--- config.mk ---
export PLATFORM = sky130hd
export DESIGN_NAME = kce_dist
export DESIGN_NICKNAME = d
export VERILOG_FILES = /design/src/sv/kce_pkg.sv /design/src/sv/kce_dist.sv
export SDC_FILE = /design/constraint.sdc
export NUM_CORES = 1
export LEC_CHECK = 0
export ABC_AREA = 1
export BUFFER_PORTS_ARGS = -buffer_cell sky130_fd_sc_hd__buf_2
export CAP_MARGIN = 20
export CORE_ASPECT_RATIO = 0.7
export CORE_MARGIN = 8
export CORE_UTILIZATION = 50
export CTS_CLUSTER_DIAMETER = 120
export DETAILED_ROUTE_END_ITERATION = 12
export GPL_ROUTABILITY_DRIVEN = 0
export PLACE_DENSITY = 0.63
export SYNTH_ARGS = -nofsm -noshare
export SYNTH_HDL_FRONTEND = slang
export SYNTH_SLANG_ARGS = --single-unit
--- constraint.sdc ---
create_clock -name clk -period 11.9 [get_ports clk]
set_input_delay 2.975 -clock clk [delete_from_list [all_inputs] [get_ports clk]]
set_output_delay 2.975 -clock clk [all_outputs]
set_load 0.03 [all_outputs]
--- src/sv/kce_pkg.sv ---
// shared constants, types and codes of the k-means clustering engine
`default_nettype none
package kce_pkg;
  localparam int MAX_POINTS   = 1024;
  localparam int MAX_CLUSTERS = 16;
  localparam int MAX_FEATURES = 8;
  localparam int SAMPLE_WIDTH = 16;

  localparam int PT_AW   = $clog2(MAX_POINTS);
  localparam int CNT_W   = $clog2(MAX_POINTS + 1);
  localparam int CL_W    = $clog2(MAX_CLUSTERS);
  localparam int KC_W    = $clog2(MAX_CLUSTERS + 1);
  localparam int FT_W    = $clog2(MAX_FEATURES);
  localparam int FC_W    = $clog2(MAX_FEATURES + 1);
  localparam int SUM_W   = SAMPLE_WIDTH + PT_AW;
  localparam int DIFF_W  = SAMPLE_WIDTH + 1;
  localparam int SQ_W    = 2 * DIFF_W;
  localparam int DIST_W  = SQ_W + FT_W;
  localparam int KIND_W  = 2;
  localparam int IDX_W   = 10;
  localparam int CFG_AW  = 2;
  localparam int CFG_DW  = 16;
  localparam int ITER_W  = 16;
  localparam int KREG_W  = 5;
  localparam int FREG_W  = 4;
  localparam logic [ITER_W-1:0] ITER_RESET = 16'd1000;

  typedef enum logic [KIND_W-1:0] {
    KIND_LOAD   = 2'd0,
    KIND_ASSIGN = 2'd1,
    KIND_CENT   = 2'd2,
    KIND_STATUS = 2'd3
  } kind_t;

  localparam logic [CFG_AW-1:0] CFG_CLUSTERS = 2'd0;
  localparam logic [CFG_AW-1:0] CFG_FEATURES = 2'd1;
  localparam logic [CFG_AW-1:0] CFG_ITERS    = 2'd2;

  typedef logic [MAX_FEATURES-1:0][SAMPLE_WIDTH-1:0] row_t;

  typedef struct packed {
    logic [CNT_W-1:0]                   cnt;
    logic [MAX_FEATURES-1:0][SUM_W-1:0] s;
  } sum_row_t;
endpackage
`default_nettype wire

--- src/sv/kce_dist.sv ---
// squared distance accumulator, one feature per cycle
`default_nettype none
module kce_dist (
  input  wire logic                                clk,
  input  wire logic                                rst,
  input  wire logic                                clr,
  input  wire logic                                en,
  input  wire logic signed [kce_pkg::SAMPLE_WIDTH-1:0] a,
  input  wire logic signed [kce_pkg::SAMPLE_WIDTH-1:0] b,
  output logic        [kce_pkg::DIST_W-1:0]        acc
);
  import kce_pkg::*;

  logic signed [DIFF_W-1:0] diff;
  logic        [DIFF_W-1:0] mag;
  logic        [SQ_W-1:0]   sq;
  logic                     sqv;

  always_comb begin
    diff = DIFF_W'(a) - DIFF_W'(b);
    mag  = diff[DIFF_W-1] ? DIFF_W'(-diff) : DIFF_W'(diff);
  end

  always_ff @(posedge clk) begin
    if (rst) begin
      sqv <= 1'b0;
    end else begin
      sqv <= en;
    end
    if (en) begin
      sq <= mag * mag;
    end
    if (clr) begin
      acc <= '0;
    end else if (sqv) begin
      acc <= acc + DIST_W'(sq);
    end
  end
endmodule
`default_nettype wire

# After elaboration in Yosys (flattened, before gate mapping)
# Index checks and enable logic that the tools add are counted.
# totals
ff_bits	72
inputBits	36
out_inout_bits	37
word_cells	8
# op_classes
add_sub_neg	3
multipliers	1
n_mux	1
# ops
cell	count
$add 37x34->37	1
$mul 17x17->34	1
$mux 17	1
$neg 17->17	1
$sub 16x16->17	1

# Depth between registers and ports, before layout
# depth
ltp_word	4
depth_mapped	44
depth_no_buf	43

# Least setup slack after synthesis
# No wires, ideal clock.
# synth_timing
path_type	input to register
startpoint	in a[0] in the netlist's numbering
endpoint	reg sq[31], data pin
setup_time_ns	0.265
arrival_time_ns	9.654
t_required_ns	11.635
slack_ns	1.981
path_stages	31
path_buffers	0
cell_sequence	inv_1 ha_1 fa_1 ha_1 inv_1 nor2_1 nand3_1 nor2_2 nand3_2 nor2_4 nand3_2 nor3_1 nand3_1 nor2_2 inv_1 fa_1 fa_1 fa_1 fa_1 fa_1 inv_1 fa_1 ha_1 nand2_1 o21a_1 inv_1 a21oi_1 nand3_1 a21boi_0 o21ai_0 xor2_1
# synth_via
elab_chain_cells	4
# synth_lines
element	line_no	rtl
from (decl)	kce_dist.sv:8	input wire logic signed [kce_pkg::SAMPLE_WIDTH-1:0] a,
$sub 16x16->17 (*)	kce_dist.sv:20	diff = DIFF_W'(a) - DIFF_W'(b);
$neg 17->17	kce_dist.sv:21	mag = diff[DIFF_W-1] ? DIFF_W'(-diff) : DIFF_W'(diff);
$mux 17 (*)	kce_dist.sv:21	
$mul 17x17->34 (*)	kce_dist.sv:31	sq <= mag * mag;
to (signal assigned)	kce_dist.sv:31	
to (decl)	kce_dist.sv:16	logic [SQ_W-1:0] sq;
# Mark *: on every way between the ends. The rest lies on a longest branch, timed or not.
# A chain may end at the register's enable or synchronous reset.

# Worst setup path after layout
# layout_timing
startpoint	in a[0] in the netlist's numbering
endpoint	reg sq[26], data pin
# Same word-level chain as after synthesis.

==> metrics.txt <==
delay of the slowest cell on the worst path 0.55 ns; mapped cell area 14410 um^2; FF-to-FF End acc[29]; WP data arrival 11.10 ns; worst max-slew margin expressed relative to the limit 0.3456; main area contributors after synthesis sky130_fd_sc_hd__fa_1, sky130_fd_sc_hd__ha_1, sky130_fd_sc_hd__inv_1; antenna violations before repair 0; Yosys top cell area share 0.2695; Floorplan Core Area 28630 um^2; worst setup path class primary input to flip-flop; DR pass1 iterations 5; drt via density 5.125; average wire per cell in the routed design 15.17 um; CP Launch Type primary input; net count of the finished layout 2377; worst-margin pin slew 0.9727 ns; CTS sink count 71; maximum number of pins on one net before global-route repair 49; RSZ-0062 raised after global routing no; number of cell rows 52; clock insertion delay at the later pin of the skew report 0.35 ns; count of distinct cell types in the synthesized netlist 50; post-synthesis sequential element count 71; number of enable flip-flop cells after synthesis 33; cell count of the worst hold path 2; origin of the critical flop-to-flop path sq[4]; hold path endpoint acc[36]; Final Cycle Share 0.9248; final total negative setup slack 0 ns; syn_area_per_cell 7.495 um^2; estimated wirelength of the detail-placed design 31100 um; Tot GR Track Use 0.2174; clk buf depth 2; quantity of hold-fixing buffers added after cts 0; critical hold path startpoint acc[36]; part of the Yosys area used for sequential elements 0.1215; run status complete, no violations; Hold WC Path Type flip-flop to flip-flop; Max Transition Viols Final 0; clock tree from TritonCTS done; CP endpoint kind flip-flop; Post-CTS Repair Setup Buffers 0; commonest register cell after synthesis sky130_fd_sc_hd__dfxtp_1; Die W 218.9 um; number of buffers added by the clock tree synthesis step 9; vertical extent of the die 158.1 um; # Max-Cap Violations 0; level count of the clock H-tree 3; clk slew on worst S/H paths 0.06 ns; final setup violation count 0; clock tree skew after final layout 0.005435 ns; largest area contributor in the synthesized netlist sky130_fd_sc_hd__fa_1; proportion of layout cells with a drive suffix above 1 0.08208; vias in the first global route 12100; total vias in the final route 12180; wire length of the first global-routing pass 60200 um; wirelength, routed 36040 um; number of cell instances on the worst register-to-register path 15; synthesis-to-finish area growth 7.258%; root buffer selected by CTS sky130_fd_sc_hd__clkbuf_16; largest fanout of any net on the critical path 22; pre-CTS WS 0.6065 ns; maximum achievable frequency 90.86 MHz; number of cells upsized or downsized after cts 0; cell repeated most along the worst path sky130_fd_sc_hd__fa_1; final core occ 0.5400; worst setup slack for register-to-register paths 9.08 ns; Tmin final 11.01 ns; number of remaining DRC errors 0; antenna-violating nets left 0; number of warnings printed during yosys synthesis 0; cell with the largest stage delay on the worst path sky130_fd_sc_hd__fa_1; number of buffers inserted by port buffering 72; cell count after synthesis 1923; I/O pin cnt 73; async set or reset register ratio after synthesis 0; antenna cells 0; effective utilization at floorplan 0.5035; CP required 11.99 ns; DRC violation total after the first TritonRoute iteration 1212; overflow left after global routing 0; hold violation count in the final report 0; Die ar. 34600 um^2; PnR worst setup slack 0.8946 ns
per-stage QoR:
stage | instance area [um^2] | instances | hold slack, ns
finish | 15460 | 2376 | 0.5057
global route | 15460 | 2376 | 0.5515
CTS | 15460 | 2376 | 0.5007
detailed placement | 15160 | 2360 | 0.4874
global placement | 15160 | 2360 | 0.4698
floorplan | 14450 | 1933 | 0.5576
synth_stat cells (12+ instances only):
library cell / instances
sky130_fd_sc_hd__nand2_2: 15
sky130_fd_sc_hd__nor2_1: 227
sky130_fd_sc_hd__edfxtp_1: 33
sky130_fd_sc_hd__inv_2: 23
sky130_fd_sc_hd__a21oi_1: 81
sky130_fd_sc_hd__nand3_1: 57
sky130_fd_sc_hd__xnor2_1: 12
sky130_fd_sc_hd__o21ai_0: 80
sky130_fd_sc_hd__ha_1: 154
sky130_fd_sc_hd__xor2_1: 39
sky130_fd_sc_hd__inv_1: 463
sky130_fd_sc_hd__clkbuf_1: 14
sky130_fd_sc_hd__dfxtp_1: 38
sky130_fd_sc_hd__nand4_1: 23
sky130_fd_sc_hd__fa_1: 194
sky130_fd_sc_hd__nand2_1: 341
flip-flops by register name, summed over array words and instances, names as in the netlist:
register / flops
acc: 37
sq: 33
sqv: 1
metal layers:
| layer | up-vias | GRT usage | routed length, um |
|---|---|---|---|
| met3 | 30 | 0.04353 | 2996 |
| met1 | 5775 | 0.3197 | 17470 |
| li1 | 6005 | - | - |
| met5 | - | 0.01360 | 57 |
| met2 | 366 | 0.3361 | 15290 |
| met4 | 2 | 0.02155 | 232 |
worst max-delay path, delay by kind of cell:
family | cells | cell delay (ns)
XOR/XNOR | 2 | 0.58
AND/OR/NAND/NOR | 9 | 1.23
buffers and inverters | 8 | 0.73
AO/OA/AOI/OAI | 8 | 1.75
adder cells (fa/ha/maj) | 9 | 3.79
cell usage in the layout, fill, tap and decap left out, drive strengths merged, types with 2 or more instances in the layout:
| cell type | count |
|---|---|
| a21boi | 7 |
| a21o | 10 |
| a21oi | 81 |
| a31oi | 11 |
| and2 | 4 |
| buf | 78 |
| clkbuf | 9 |
| clkinv | 3 |
| clkinvlp | 2 |
| conb | 12 |
| dfxtp | 38 |
| edfxtp | 33 |
| fa | 194 |
| ha | 154 |
| inv | 489 |
| nand2 | 359 |
| nand3 | 64 |
| nand3b | 8 |
| nand4 | 23 |
| nor2 | 239 |
| nor3 | 6 |
| nor4 | 5 |
| o211ai | 2 |
| o21ai | 85 |
| o21bai | 11 |
| o221ai | 6 |
| or2 | 2 |
| xnor2 | 14 |
| xor2 | 42 |
cell families after synthesis:
kind of cell	Yosys count	synth area share
adder cells (fa/ha/maj)	348	0.4032
buffers and inverters	517	0.1391
AND/OR/NAND/NOR	710	0.2107
XOR/XNOR	56	0.03820
AO/OA/AOI/OAI	219	0.08681
other	2	0.0005211
flip-flops	71	0.1215
worst max-delay path by stage:
stage,startpoint,end,slack (ns)
after floorplan,a[0],sq[31],1.98
after global placement,a[0],sq[33],0.79
after detailed placement,a[0],sq[26],0.61
after CTS,a[0],sq[26],0.98
after global routing,a[0],sq[33],0.34
final,a[0],sq[26],0.89
area by class of cell:
| class | instances | area, um^2 |
|---|---|---|
| clock buffer | 9 | 225.2 |
| clock inverter | 7 | 72.57 |
| fill | 2753 | 13170 |
| inverter | 488 | 1837 |
| multi-input combinational | 1345 | 10690 |
| sequential | 71 | 1752 |
| tap | 378 | 473.0 |
| timing repair buffer | 78 | 405.4 |
Power is left out: the tool's default activity adds up to more than one toggle a clock period on the data nets, which glitch-free logic cannot reach.
