--- src/sv/kce_pkg.sv ---
// shared constants, types and codes of the k-means clustering engine
`default_nettype none
package kce_pkg;
  localparam int MAX_POINTS   = 1024;
  localparam int MAX_CLUSTERS = 16;
  localparam int MAX_FEATURES = 8;
  localparam int SAMPLE_WIDTH = 16;

  localparam int PT_AW   = $clog2(MAX_POINTS);
  localparam int CNT_W   = $clog2(MAX_POINTS + 1);
  localparam int CL_W    = $clog2(MAX_CLUSTERS);
  localparam int KC_W    = $clog2(MAX_CLUSTERS + 1);
  localparam int FT_W    = $clog2(MAX_FEATURES);
  localparam int FC_W    = $clog2(MAX_FEATURES + 1);
  localparam int SUM_W   = SAMPLE_WIDTH + PT_AW;
  localparam int DIFF_W  = SAMPLE_WIDTH + 1;
  localparam int SQ_W    = 2 * DIFF_W;
  localparam int DIST_W  = SQ_W + FT_W;
  localparam int KIND_W  = 2;
  localparam int IDX_W   = 10;
  localparam int CFG_AW  = 2;
  localparam int CFG_DW  = 16;
  localparam int ITER_W  = 16;
  localparam int KREG_W  = 5;
  localparam int FREG_W  = 4;
  localparam logic [ITER_W-1:0] ITER_RESET = 16'd1000;

  typedef enum logic [KIND_W-1:0] {
    KIND_LOAD   = 2'd0,
    KIND_ASSIGN = 2'd1,
    KIND_CENT   = 2'd2,
    KIND_STATUS = 2'd3
  } kind_t;

  localparam logic [CFG_AW-1:0] CFG_CLUSTERS = 2'd0;
  localparam logic [CFG_AW-1:0] CFG_FEATURES = 2'd1;
  localparam logic [CFG_AW-1:0] CFG_ITERS    = 2'd2;

  typedef logic [MAX_FEATURES-1:0][SAMPLE_WIDTH-1:0] row_t;

  typedef struct packed {
    logic [CNT_W-1:0]                   cnt;
    logic [MAX_FEATURES-1:0][SUM_W-1:0] s;
  } sum_row_t;
endpackage
`default_nettype wire

--- src/sv/kce_div.sv ---
// restoring unsigned divider, one quotient bit per cycle
`default_nettype none
module kce_div (
  input  wire logic                       clk,
  input  wire logic                       rst,
  input  wire logic                       start,
  input  wire logic [kce_pkg::SUM_W-1:0]  dvd,
  input  wire logic [kce_pkg::CNT_W-1:0]  dvs,
  output logic                            busy,
  output logic      [kce_pkg::SUM_W-1:0]  quo
);
  import kce_pkg::*;

  localparam int STEP_W = $clog2(SUM_W + 1);

  logic [CNT_W-1:0]  rem;
  logic [CNT_W-1:0]  dvs_q;
  logic [STEP_W-1:0] steps;
  logic [CNT_W:0]    trial;
  logic              fits;

  always_comb begin
    trial = {rem, quo[SUM_W-1]};
    fits  = trial >= {1'b0, dvs_q};
  end

  always_ff @(posedge clk) begin
    if (rst) begin
      busy  <= 1'b0;
      steps <= '0;
    end else if (start) begin
      busy  <= 1'b1;
      steps <= STEP_W'(SUM_W);
      rem   <= '0;
      quo   <= dvd;
      dvs_q <= dvs;
    end else if (busy) begin
      rem   <= fits ? CNT_W'(trial - {1'b0, dvs_q}) : trial[CNT_W-1:0];
      quo   <= {quo[SUM_W-2:0], fits};
      steps <= steps - STEP_W'(1);
      if (steps == STEP_W'(1)) begin
        busy <= 1'b0;
      end
    end
  end
endmodule
`default_nettype wire

--- config.mk ---
export PLATFORM = sky130hd
export DESIGN_NAME = kce_div
export DESIGN_NICKNAME = d
export VERILOG_FILES = /design/src/sv/kce_pkg.sv /design/src/sv/kce_div.sv
export SDC_FILE = /design/constraint.sdc
export NUM_CORES = 1
export LEC_CHECK = 0
export BUFFER_PORTS_ARGS = -buffer_cell sky130_fd_sc_hd__buf_2
export CAP_MARGIN = 30
export CORE_UTILIZATION = 40
export DETAILED_ROUTE_END_ITERATION = 12
export PLACE_DENSITY_LB_ADDON = 0.15
export SYNTH_ARGS = -nofsm -noshare
export SYNTH_HDL_FRONTEND = slang
export SYNTH_SLANG_ARGS = --single-unit
--- constraint.sdc ---
create_clock -name clk -period 3.67 [get_ports clk]
set_input_delay 0.367 -clock clk [delete_from_list [all_inputs] [get_ports clk]]
set_output_delay 0.367 -clock clk [all_outputs]
set_load 0.01 [all_outputs]
; ---- Word-level counts from Yosys, hierarchy flattened
; Cells that the tools add are included.
[word_totals]
elab_cells = 24
out_inout_bits = 27
in_bits = 40
regBits = 54
[op_classes]
n_bitwise = 1
muxes = 9
order_cmp = 1
add_sub_neg = 2
eq_ne = 1
reduce_logical = 4
[ops]
columns = cell, n
row1 = two-way mux 26 bit, 2
row2 = two-way mux 11 bit, 2
row3 = greater-or-equal comparator 12 x 11 -> 1 bit, 1
row4 = subtractor 11 bit, 1
row5 = two-way mux 5 bit, 2
row6 = equality test 5 x 1 -> 1 bit (second input constant), 1
row7 = subtractor 5 x 1 -> 5 bit (second input constant), 1
row8 = AND reduction 2 bit, 2
row9 = two-way mux 1 bit, 3
row10 = nonzero test 2 bit, 1
row11 = OR reduction 2 bit, 1
row12 = NOT 1 bit, 1

; ---- Depth between registers and ports, before layout
[logic_depth]
word_depth = 4
depth_mapped = 10
depth_no_buf = 9

; ---- Worst setup path after synthesis
; OpenSTA, ideal clock, no wires.
[synth_path]
kind = in2reg
startpoint = input port start
endpoint = register quo[0] (netlist bit), enable pin
slack_ns = 0.628
path_buffers = 2
cell_stages = 4
t_arrival_ns = 2.611
setup_time_ns = 0.431
required_ns = 3.239
cell_sequence = clkbuf_1 clkbuf_1 nor2_1 nor2_1
[synth_between]
elab_chain_len = 2
[synth_lines]
columns = item, line_no
row1 = from (decl), kce_div.sv:6  ; input wire logic start,
row2 = nonzero test 2 bit (no line), -
row3 = AND reduction 2 bit (no line), -
row4 = to (signal assigned), kce_div.sv:35  ; quo <= dvd;
row5 = to (signal assigned), kce_div.sv:39  ; quo <= {quo[SUM_W-2:0], fits};
row6 = to (decl), kce_div.sv:10  ; output logic [kce_pkg::SUM_W-1:0] quo
; Every way passes these cells.
; A chain may end at the register's enable or synchronous reset.

; ---- Worst setup path in the final report
[layout_path]
startpoint = register rem[8]
endpoint = register rem[10], data pin
[layout_between]
elab_chain_len = 3
elab_cells_between_ends = 4
[layout_lines]
columns = item, line_no
row1 = from (decl), kce_div.sv:16  ; logic [CNT_W-1:0] rem;
row2 = from (signal assigned), kce_div.sv:38  ; rem <= fits ? CNT_W'(trial - {1'b0, dvs_q}) : trial[CNT_W-1:0];
row3 = subtractor 11 bit / greater-or-equal comparator 12 x 11 -> 1 bit (equally long branches), "kce_div.sv:38, kce_div.sv:24"
row4 = two-way mux 11 bit *, kce_div.sv:38
row5 = two-way mux 11 bit *, kce_div.sv:37  ; end else if (busy) begin
; Mark *: on every way between the ends. The rest lies on a longest branch, timed or not. The select of a mux whose other input is x is not followed.

==> metrics <==
min Tclk post-route=2.58 ns; Syn Nets=267; crit share post-route=70.4%; initial DRC count=62; CP Class=register to register; Setup Total Neg Slack=0 ns; Synth Warn #=0; clock share of power=23.1%; largest net degree at the start of global routing=33; DP Cell Count=352; Worst Setup SP=rem[8]$_SDFFCE_PP0P_; Final Max Slew Viols=0; routed vias/inst=5.05; Setup Skew=0.00619 ns; Setup crit end=rem[10]$_SDFFCE_PP0P_; Routed WL per cell=14.0 um; fin area=3300 um^2; Reg-to-Reg Start=rem[8]$_SDFFCE_PP0P_; GPL Wtd Cong=0.775; DR DRC count=0; R2R cell count=6; critical path launch point type=register; post_cts resized=0; I/O pins=67; reg2reg end=rem[10]$_SDFFCE_PP0P_; initial antenna violation count=0; vias in the first global route=1,796; Num CTS Buffers=5; Die H=85.3 um; CTS tree=yes; sequential-to-total area share from yosys stat=56.3%; final wirelength=5.05 mm; drt pass-1 iters=4; area grow syn2layout=18.9%; number of nets in the layout=336; Post-Syn Area=2770 um^2; share of post-route cells with drive strength above 1=38.9%; setup violators final=0; Horiz. Die Dim=85.3 um; power density cells=434 nW/um^2; Post-synth EDFFs=48; full die area=7270 um^2; Avg Synthesized Cell Area=13.0 um^2; final cell count without fillers=360; sequential share of power=52.8%; Core Util, Final=50.5%; worst skew pair latency=0.30 ns; switching power=385 uW; FP Rows=29; first-pass GRT wire length=8.32 mm; internal power=1.05 mW; CTS Root Cell=clkbuf_8; RSZ-0062 raised after global routing=false; run status=complete, no violations; Fmax=387 MHz; HPWL after DPL=3.76 mm; Placed Area=3210 um^2; Setup Buffers After CTS=0; via count=1,818; WP data required=3.72 ns; worst hold path type=input port to register; maximum fanout along the worst path=14; Main synth FF type=edfxtp_1; Initial Util=42.5%; Fin Hold WS=0.240 ns; diodes inserted=0; most frequent cells in the layout=buf_2 (66), edfxtp_1 (48), mux2_2 (27); leading cell type in the layout, fill and taps excluded=buf_2; Port Buffers=66; Reg2Reg Setup Slack=1.09 ns; asr flop ratio synth=0%; Worst Path Arrival=2.64 ns; Reg clk slew, reported paths=0.09 ns; Lkg Pwr=1.37 nW; clock buffer depth=2; Tot GR Track Use=14.8%; Final Hold Vio Count=0; Clock Sinks=54; Max H-tree Level=2; crit path capture type=register; core area=6530 um^2; synthesis-stage register bit count=54; Syn Inst Count=213; Congestion Overflow GR=0; synth unique cells=39; MaxCap Viol Count=0; peak supply drop=0.000217 V; Slew headroom=50.2%; post-route antenna net violation count=0; CTS Hold Bufs=0; Least-Margin Pin Slew=0.748 ns; Gate power share=24.1%; switching part of the total power=26.8%
cell usage after synthesis (all sizes together), types with 2 or more instances:
| master | n | area, um^2 |
|---|---|---|
| ha | 13 | 163 |
| nand2b | 2 | 12.5 |
| clkbuf | 4 | 15.0 |
| nand2 | 5 | 18.8 |
| nor2b | 4 | 25.0 |
| mux2i | 5 | 50.1 |
| xor2 | 3 | 26.3 |
| edfxtp | 48 | 1440 |
| nor3 | 6 | 41.3 |
| a21o | 4 | 30.0 |
| xnor2 | 7 | 61.3 |
| a211oi | 2 | 15.0 |
| buf | 3 | 20.0 |
| dfxtp | 6 | 120 |
| o211ai | 2 | 15.0 |
| o21a | 4 | 30.0 |
| mux2 | 27 | 304 |
| a21oi | 7 | 46.3 |
| nor2 | 23 | 86.3 |
| nand4 | 2 | 12.5 |
| inv | 18 | 67.6 |
| o21ai | 6 | 37.5 |
worst min path at each step:
stage | startpoint | cells past startpoint | slack (ns) | end
6_report | dvs[7] | 1 | 0.24 | dvs_q[7]$_DFFE_PP_
5_1_grt | dvs[2] | 1 | 0.22 | dvs_q[2]$_DFFE_PP_
4_1_cts | dvs[0] | 1 | 0.23 | dvs_q[0]$_DFFE_PP_
3_5_place_dp | dvs[2] | 1 | 0.55 | dvs_q[2]$_DFFE_PP_
3_3_place_gp | dvs[1] | 1 | 0.54 | dvs_q[1]$_DFFE_PP_
2_1_floorplan | dvs[0] | 0 | 0.47 | dvs_q[0]$_DFFE_PP_
logic make-up (layout without fill, tap and decap cells):
kind of cell               count (synthesis)  after routing  share of synthesized area [%]
buffers and inverters                     25             95                           3.70
AOI/OAI and AO/OA                         31             31                           9.16
DFF                                       54             54                           56.3
and+or+nand+nor                           47             47                           8.34
adders and majority gates                 14             14                           6.59
muxes                                     32             32                           12.8
xor gates and xnor gates                  10             10                           3.16
metal layers:
| layer | track usage [%] | wire length (um) | vias up |
|---|---|---|---|
| li1 | - | - | 913 |
| met1 | 19.8 | 2420 | 848 |
| met2 | 22.7 | 2230 | 50 |
| met3 | 5.06 | 332 | 7 |
| met4 | 5.00 | 68 | 0 |
| met5 | 0 | 0 | - |
power by group through the flow:
stage	registers [mW]	clock network (mW)	logic, mW
floorplan	0.777	0	0.254
global placement	0.771	0	0.344
detailed placement	0.770	0	0.348
CTS	0.758	0.346	0.350
global route	0.764	0.365	0.388
finish	0.757	0.332	0.345
flip-flops by register name, indices dropped and copies added (netlist names):
register  flops
steps         5
quo          26
rem          11
busy          1
dvs_q        11
critical path: stages (launching register included):
cell	delay, ns
edfxtp_1	0.40
ha_1	0.39
a2111oi_4	0.42
o21ai_2	0.10
o21ai_2	0.60
nor2_1	0.17
a32o_1	0.27
cell type report:
type | count | area, um^2
flip-flops and latches | 54 | 1560
clock inverters | 1 | 5.00
repair buffers | 69 | 365
clock buffers | 7 | 86.3
well taps | 77 | 96.3
fillers | 595 | 3230
multi-input cells | 134 | 1120
inverters | 18 | 67.6
metrics by stage:
stage	setup slack (ns)	total power, mW
3_3_place_gp	1.14	1.12
6_report	1.09	1.43
2_1_floorplan	0.628	1.03
4_1_cts	1.09	1.45
5_1_grt	0.900	1.52
3_5_place_dp	1.10	1.12
Power figures use the tool's default switching activity.
